===== src/rtl/soc_pkg.sv =====
// ----------------------------------------------------------------------------
// soc_pkg
// Types and constants shared by the subsequence occurrence counter files.
// ----------------------------------------------------------------------------
`default_nettype none

package soc_pkg;

  localparam int SYM_BITS = 8;
  localparam int OCC_BITS = 64;

  typedef enum logic [1:0] {
    CMD_START  = 2'd0,
    CMD_APPEND = 2'd1,
    CMD_TEXT   = 2'd2,
    CMD_REPORT = 2'd3
  } cmd_t;

  typedef struct packed {
    logic [1:0]          command;
    logic [SYM_BITS-1:0] symbol;
  } in_item_t;

  typedef struct packed {
    logic [OCC_BITS-1:0] occurrences;
    logic                saturated;
    logic                pattern_overflow;
  } out_item_t;

  // Row-wide control broadcast to every cell
  typedef struct packed {
    logic                start;
    logic                shift;
    logic                text;
    logic [SYM_BITS-1:0] symbol;
  } cell_ctrl_t;

endpackage

`default_nettype wire


===== src/rtl/soc_cell.sv =====
// ----------------------------------------------------------------------------
// soc_cell
// One pattern position: stores its symbol, a valid bit and a saturating
// count. Appends shift cells one place down the row; text symbols add the
// lower neighbour's count where the symbol matches.
// ----------------------------------------------------------------------------
`default_nettype none

module soc_cell
  import soc_pkg::*;
#(
  parameter int COUNT_BITS = 64
) (
  input  wire logic                  clk,
  input  wire logic                  rst_n,
  input  wire cell_ctrl_t            ctrl,
  input  wire logic                  prev_valid,
  input  wire logic [SYM_BITS-1:0]   prev_sym,
  input  wire logic [COUNT_BITS-1:0] prev_count,
  input  wire logic                  lower_valid,
  input  wire logic [COUNT_BITS-1:0] lower_count,
  output logic                       valid,
  output logic [SYM_BITS-1:0]        sym,
  output logic [COUNT_BITS-1:0]      count,
  output logic                       sat_hit
);

  logic                  valid_r;
  logic [SYM_BITS-1:0]   sym_r;
  logic [COUNT_BITS-1:0] count_r;
  logic [COUNT_BITS-1:0] lower_eff;
  logic [COUNT_BITS:0]   sum;
  logic                  hit;

  always_comb begin
    // Past the end of the pattern the empty-prefix count of one applies
    lower_eff = lower_valid ? lower_count : COUNT_BITS'(1);
    sum       = {1'b0, count_r} + {1'b0, lower_eff};
    hit       = ctrl.text && valid_r && (sym_r == ctrl.symbol);
    sat_hit   = hit && sum[COUNT_BITS];
  end

  always_ff @(posedge clk) begin
    if (!rst_n) begin
      valid_r <= 1'b0;
    end else if (ctrl.start) begin
      valid_r <= 1'b0;
    end else if (ctrl.shift) begin
      valid_r <= prev_valid;
    end
  end

  always_ff @(posedge clk) begin
    if (ctrl.shift) begin
      sym_r   <= prev_sym;
      count_r <= prev_count;
    end else if (hit) begin
      count_r <= sum[COUNT_BITS] ? {COUNT_BITS{1'b1}} : sum[COUNT_BITS-1:0];
    end
  end

  assign valid = valid_r;
  assign sym   = sym_r;
  assign count = count_r;

endmodule

`default_nettype wire


===== config.mk =====
export PLATFORM = sky130hd
export DESIGN_NAME = soc_cell
export DESIGN_NICKNAME = d
export VERILOG_FILES = /design/src/rtl/soc_pkg.sv /design/src/rtl/soc_cell.sv
export SDC_FILE = /design/constraint.sdc
export NUM_CORES = 1
export LEC_CHECK = 0
export ABC_AREA = 1
export BUFFER_PORTS_ARGS = -buffer_cell sky130_fd_sc_hd__buf_2
export CORE_MARGIN = 2
export CORE_UTILIZATION = 30
export CTS_CLUSTER_SIZE = 20
export DETAILED_ROUTE_END_ITERATION = 10
export PLACE_DENSITY = 0.46
export SKIP_CTS_REPAIR_TIMING = 1
export SYNTH_ARGS = -nofsm -noshare
export SYNTH_HDL_FRONTEND = slang
export SYNTH_SLANG_ARGS = --single-unit

===== constraint.sdc =====
create_clock -name clk -period 3.6 [get_ports clk]
set_clock_uncertainty 0.05 [all_clocks]
set_input_delay 0.54 -clock clk [delete_from_list [all_inputs] [get_ports clk]]
set_output_delay 0.54 -clock clk [all_outputs]
set_load 0.05 [all_outputs]

# [Word-level counts from Yosys, hierarchy flattened]
# Index checks and enable logic that the tools add are counted.
[classes] n_reduce_logical=5 eq_ne=1 n_bitwise=1 muxes=4 addsub=1
[op_table] op="$mux 64" count=4
[op_table] op="$add 64x64->65" count=1
[op_table] op="$eq 8x8->1" count=1
[op_table] op="$logic_and 1x1->1" count=3
[op_table] op="$reduce_bool 2->1" count=1
[op_table] op="$reduce_or 2->1" count=1
[op_table] op="$not 1->1" count=1
[totals] register_bits=73 output_inout_bits=74 wordCells=15 in_bits=151

# [Depth between registers and ports, before layout]
# Gate-level depths: netlist of run 1.
[depth] depth_word=5 depth_mapped=21 ltp_nobuf=19

# [Least setup slack after synthesis of run 1]
# No wires, ideal clock.
[synth_timing] path_type="in2out" start="in lower_valid" end="out sat_hit" required_time_ns=3.010 path_buffers=2 setup_slack_ns=0.122 path_stages=15 t_arrival_ns=2.888 cell_sequence="clkbuf_1 > buf_1 > nand2_1 > ha_1 > fa_1 > nand3_1 > nand3_2 > nand2_1 > nand2_2 > nand3_2 > nand2_2 > nand2_1 > nand2_2 > nand2_2 > a21oi_1"
[synth_between] elab_chain_cells=3
[synth_rtl] item="from (decl)" line="soc_cell.sv:20" source="input wire logic lower_valid,"
[synth_rtl] item="$mux 64" line="soc_cell.sv:37" source="lower_eff = lower_valid ? lower_count : COUNT_BITS'(1);"
[synth_rtl] item="$add 64x64->65" line="soc_cell.sv:38" source="sum = {1'b0, count_r} + {1'b0, lower_eff};"
[synth_rtl] item="$logic_and 1x1->1" line="soc_cell.sv:40" source="sat_hit = hit && sum[COUNT_BITS];"
[synth_rtl] item="to (decl)" line="soc_cell.sv:25" source="output logic sat_hit"
# Every way passes these cells.

# [Final worst setup path of run 1]
# Ends and elaborated chain as after synthesis.

==> results of run 1 <==
layer usage:
layer  vias to the layer above  track usage [%]  part of all wire [%]
met2                       239             36.6                    44
met4                         0             4.86                  0.92
met5                         -                0                     0
met3                        14             3.63                   4.9
li1                       5648                -                     -
met1                      4616             31.9                    50
synth_stat cells, types with 15 or more instances:
cell type / n
xnor2_1: 15
nor2_1: 245
ha_1: 64
edfxtp_1: 72
nand3_1: 55
nand2_1: 699
nor2_2: 24
a21oi_1: 46
inv_1: 407
nand4_1: 16
xor2_1: 17
o22ai_1: 16
through the flow:
| step | hold WS [ns] | setup slack, ns | util (%) | instances |
|---|---|---|---|---|
| floorplan | 0.568 | 0.122 | - | 1745 |
| global placement | 0.478 | 0.159 | 35.9 | 2372 |
| detailed placement | 0.478 | 0.168 | 35.9 | 2372 |
| CTS | 0.257 | 0.158 | 36.9 | 2388 |
| global route | 0.269 | 0.0385 | 36.9 | 2388 |
| finish | 0.274 | 0.185 | 36.9 | 2388 |
where the power goes:
part | internal (mW) | total [mW] | switching (mW) | leakage (nW)
clock | 0.679 | 1.10 | 0.418 | 0.160
sequential | 1.06 | 1.11 | 0.0554 | 0.694
combinational | 0.644 | 2.15 | 1.51 | 6.36
worst max path at each step:
stage | cells past startpoint | startpoint | slack (ns) | end
4_1_cts | 14 | lower_valid | 0.16 | sat_hit
3_3_place_gp | 14 | lower_valid | 0.16 | sat_hit
3_5_place_dp | 14 | lower_valid | 0.17 | sat_hit
6_report | 14 | lower_valid | 0.19 | sat_hit
2_1_floorplan | 15 | lower_valid | 0.12 | sat_hit
5_1_grt | 14 | lower_valid | 0.04 | sat_hit
logic make-up after synthesis:
family / Yosys count / synth area share (%)
xor gates and xnor gates: 32 / 2.92
buffers and inverters: 434 / 17.3
and+or+nand+nor: 1067 / 44.3
adders and majority gates: 65 / 8.54
DFF: 73 / 22.7
AOI/OAI and AO/OA: 74 / 4.27
critical path, cell delays in order:
cell and delay, ns:
buf_2 0.13, buf_12 0.16, nand2_1 0.08, inv_1 0.04, ha_1 0.44, nand2_1 0.13, nor2_1 0.25, inv_1 0.14
nor2_4 0.14, nand2_1 0.10, nor2_1 0.13, nand2_2 0.09, a21oi_1 0.15, clkbuf_4 0.27
layout make-up:
type                    count  area (µm²)
flip-flops and latches     73        2180
clock buffers              11         233
fillers                  3755       19900
inverters                 413        1550
repair buffers            246        1310
clock inverters             5         106
multi-input cells        1238        5770
well taps                 402         503
registers in the layout, indices dropped and copies added (netlist names):
register,cells
sym,8
valid,1
count,64
==> impl_metrics.ini, run 1 <==
[yosys]
avgSynthCellArea_um2 = 5.51
yosysWarningCount = 0
synth.largest_area_cell = nand2_1
synthDistinctLibCells = 35
ys_seq_area_share_pct = 22.7
synthesis.area_um2 = 9610
synth.area.top_cells = nand2_1, edfxtp_1, inv_1
synthArstFlopShare_pct = 0
synth_edf_count = 72
synth_top_area_share_pct = 27.3
ys_seq_elements = 73
synth-main-ff-cell = edfxtp_1
syn_nets = 1961
netlist_instances = 1745

[global_route]
antenna_found_initial = 0
grt-ovfl-total = 0
grt_pass1_wl_um = 57500
grt_max_degree = 64
grt_pass1_vias = 10232
grt_usage_pct = 22.7

[worst_setup_path]
path_class = primary input to output port
worstReg2RegEnd = count[46]$_DFFE_PP_
worstPathMaxFanout = 36
ff2ff_path_depth = 16
reg2reg_from = count[0]$_DFFE_PP_
rrSetupSlack_ns = 0.67
cp.required_ns = 3.01
startpoint_type = primary input
crit_path_end_kind = output port
arrival_ns = 2.82

[worst_hold_path]
worstHoldPathType = primary input to flip-flop
worst_hold_path.endpoint = valid$_SDFFE_PP0P_
hp-start = ctrl[10]
min_path_cells = 2

[timing]
fin_crit_ns = 3.41
fin_tns_setup_ns = 0
drv_slew = 0
slew_headroom_pct = 61.3
fmax_ghz = 0.293
tightest_slew_ns = 0.579
rsz0062_at_grt = no
post-route-period-util_pct = 94.9
hold_violations = 0
setup_viol_count_final = 0

[placement]
dp_hpwl_um = 32000
gp_congestion = 0.927
port_buffers = 224
place_area_um2 = 11300

[floorplanning]
core_area_um2 = 31600
fp.dieH_um = 183
dieArea_um2 = 33500
num_rows = 65
io_pins = 225
start_util_pct = 30.4
die_x_um = 183

[drt]
vias_per_cell = 4.40
dr.first_iter.drc_count = 620
avgRoutedWirePerCell_um = 15.5
drc_errors = 0
final_antenna_net_count = 0
wl_um = 37100
vias = 10517
drt-pass1-iter-count = 5

[pwr]
power_mw = 4.36
powerDensity_nw_per_um2 = 374
irDropWorstVdd_mv = 0.246
p_leak_nw = 7.22

[layout]
area_growth_pct = 21.3
design_area_um2 = 11700
layout-drive-gt1-share_pct = 15.4
final_nets = 2197
antenna_cells = 0
mostFrequentLayoutCell = nand2_1
final_cell_mix = nand2_1, inv_1, nor2_1

[status]
outcome = finished clean

[clocking]
clkLatencyLatePin_ns = 0.38
htreeDepth = 3
cts_buffer_depth = 2
numCtsBuffers = 9
cts_tree = built
path_clk_slew_ns = 0.06
cts.sinks = 73
cts_root_buffer = clkbuf_16

[job]
maxCapViolCount = 0
Note: power is estimated with default switching activity, not from simulation.
==> run 2, diff against run 1 <==
--- a/config.mk
+++ b/config.mk
@@ -5,13 +5,12 @@
 export SDC_FILE = /design/constraint.sdc
 export NUM_CORES = 1
 export LEC_CHECK = 0
-export ABC_AREA = 1
 export BUFFER_PORTS_ARGS = -buffer_cell sky130_fd_sc_hd__buf_2
 export CORE_MARGIN = 2
 export CORE_UTILIZATION = 30
 export CTS_CLUSTER_SIZE = 20
 export DETAILED_ROUTE_END_ITERATION = 10
-export PLACE_DENSITY = 0.46
+export PLACE_DENSITY = 0.48
 export SKIP_CTS_REPAIR_TIMING = 1
 export SYNTH_ARGS = -nofsm -noshare
 export SYNTH_HDL_FRONTEND = slang
==> run 2 against run 1 <==
Critical path depth decreased by 1. Synthesized cell count decreased by 51%. Global-route usage decreased by 3.2 points. Core utilization increased by 5.7 points. Non-clock buffer count increased by 135. Combinational power increased by 2%. Sequential share of layout area increased by 2.5 points. Design area decreased by 12%. Clock power decreased by 23%. Power decreased by 4.3%. Highest routed layer unchanged.
==> impl_metrics.ini, run 2 <==
[status]
outcome = finished clean

[layout]
mostFrequentLayoutCell = buf_2
fin_util_pct = 42.7
final_cell_mix = buf_2, buf_4, nor2_1
antenna_cells = 0
regArea_um2 = 2180
design_area_um2 = 10300
layoutNonFillerInstCount = 1528
area_growth_pct = 41.1
multiInputGateArea_um2 = 4990
final_nets = 1415
layout-drive-gt1-share_pct = 35.1
largest_register_ffs = 64
n_fill_cell = 2568

[placement]
place_ws_ns = -0.208
port_buffers = 224
gp_congestion = 0.886
dp.cells = 1507
place_area_um2 = 9910
dp_hpwl_um = 20800

[worst_setup_path]
reg2reg_from = count[0]$_DFFE_PP_
worstPathMaxFanout = 3
crit_path_end_kind = output port
critPathLaunch = lower_count[0]
cp.required_ns = 3.01
arrival_ns = 3.00
ff2ff_path_depth = 13
startpoint_type = primary input
path_class = primary input to output port

[timing]
drv_slew = 0
post-route-period-util_pct = 99.8
tightest_slew_ns = 0.782
rsz0062_at_grt = yes
fin_hold_ws_ns = 0.295
fin_tns_setup_ns = 0
hold_violations = 0
slew_headroom_pct = 47.8
fin_crit_ns = 3.59
setup_viol_count_final = 0
setup_slack_ns = 0.00842
fmax_ghz = 0.278

[clocking]
path_clk_slew_ns = 0.06
htreeDepth = 3
cts_tree = built
numCtsBuffers = 9
clkLatencyLatePin_ns = 0.35
cts_root_buffer = clkbuf_16
cts_buffer_depth = 2
cts.sinks = 73

[floorplanning]
core_area_um2 = 24100
fp.dieH_um = 160
num_rows = 57
io_pins = 225
start_util_pct = 30.3
die_x_um = 160
dieArea_um2 = 25600

[yosys]
ys_seq_elements = 73
yosys.area_share.simple_pct = 20.4
synth.largest_area_cell = edfxtp_1
synthAdderAreaFrac_pct = 11.3
synth.area.top_cells = edfxtp_1, ha_1, and2_1
synthesis.area_um2 = 7290
synthArstFlopShare_pct = 0
synth_top_area_share_pct = 29.6
synth-main-ff-cell = edfxtp_1
synth.most_common_cell = nor2_1
avgSynthCellArea_um2 = 8.52
synth_xor_area_share_pct = 8.17
synth_compound_area_share_pct = 26.7
synthTopCellsByCount = nor2_1, a21oi_1, edfxtp_1
netlist_instances = 856
ys_seq_area_share_pct = 29.9
synthDistinctLibCells = 62
muxShareOfSynthArea_pct = 0.137
synth_edf_count = 72
synth_top_family_by_area = compound AO/OA/AOI/OAI gates
syn_nets = 1072
yosysWarningCount = 0

[global_route]
grt_pass1_vias = 7674
grt_pass1_wl_um = 39900
grt_usage_pct = 19.5
grt_max_degree = 65
antenna_found_initial = 0
grt-ovfl-total = 0

[pwr]
irDropWorstVdd_mv = 0.205
powerDensity_nw_per_um2 = 406
p_leak_nw = 4.55
power_mw = 4.17

[drt]
dr.first_iter.drc_count = 386
drc_errors = 0
wl_um = 25900
avgRoutedWirePerCell_um = 16.9
vias_per_cell = 5.03
vias = 7680
drt-pass1-iter-count = 5
final_antenna_net_count = 0

[worst_hold_path]
hp-start = ctrl[10]
worstHoldPathType = primary input to flip-flop
min_path_cells = 2

[job]
maxCapViolCount = 0
==> run 2: path summary, 6_finish.rpt <==
path,slack (ns),end
setup / recovery,0.008,sat_hit
hold / removal,0.30,valid$_SDFFE_PP0P_
setup reg to reg,0.22,count[45]$_DFFE_PP_
hold reg to reg,0.59,valid$_SDFFE_PP0P_
==> run 2: logic make-up (layout without fill, tap and decap cells) <==
logic type | Yosys count | count (layout)
AO/OA/AOI/OAI | 285 | 285
multiplexers | 1 | 1
AND/OR/NAND/NOR | 300 | 300
buffers and inverters | 64 | 412
XOR/XNOR | 68 | 68
adder cells (fa/ha/maj) | 65 | 65
flip-flops | 73 | 73
==> run 2: metal layers <==
layer	global-route usage (%)	share of wire, %	wire length [µm]
met4	5.45	1.6	403
met5	0	0	0
met2	31.1	44	11500
met1	27.4	49	12600
met3	3.22	5.2	1340
==> run 2: power breakdown <==
part	switching, mW	internal, mW
Clock	0.388	0.463
Combinational	1.27	0.927
Sequential	0.0610	1.06
==> run 2: area by class of cell <==
cell class	instances	area share (%)
Multi-Input combinational cell	719	48.5
Inverter	15	0.547
Clock inverter	4	0.195
Tap cell	324	3.94
Timing Repair Buffer	381	23.3
Sequential cell	73	21.2
Clock buffer	12	2.30
==> run 2: worst max-delay path: stages <==
cell and delay (ns):
buf_2 0.09, nand2b_1 0.14, ha_2 0.20, fa_2 0.35, a211oi_2 0.21, o211ai_1 0.23, a22oi_2 0.21, o221a_2 0.26
nand3_2 0.10, a31o_4 0.26, a41oi_4 0.21, nor2_4 0.04, buf_6 0.15
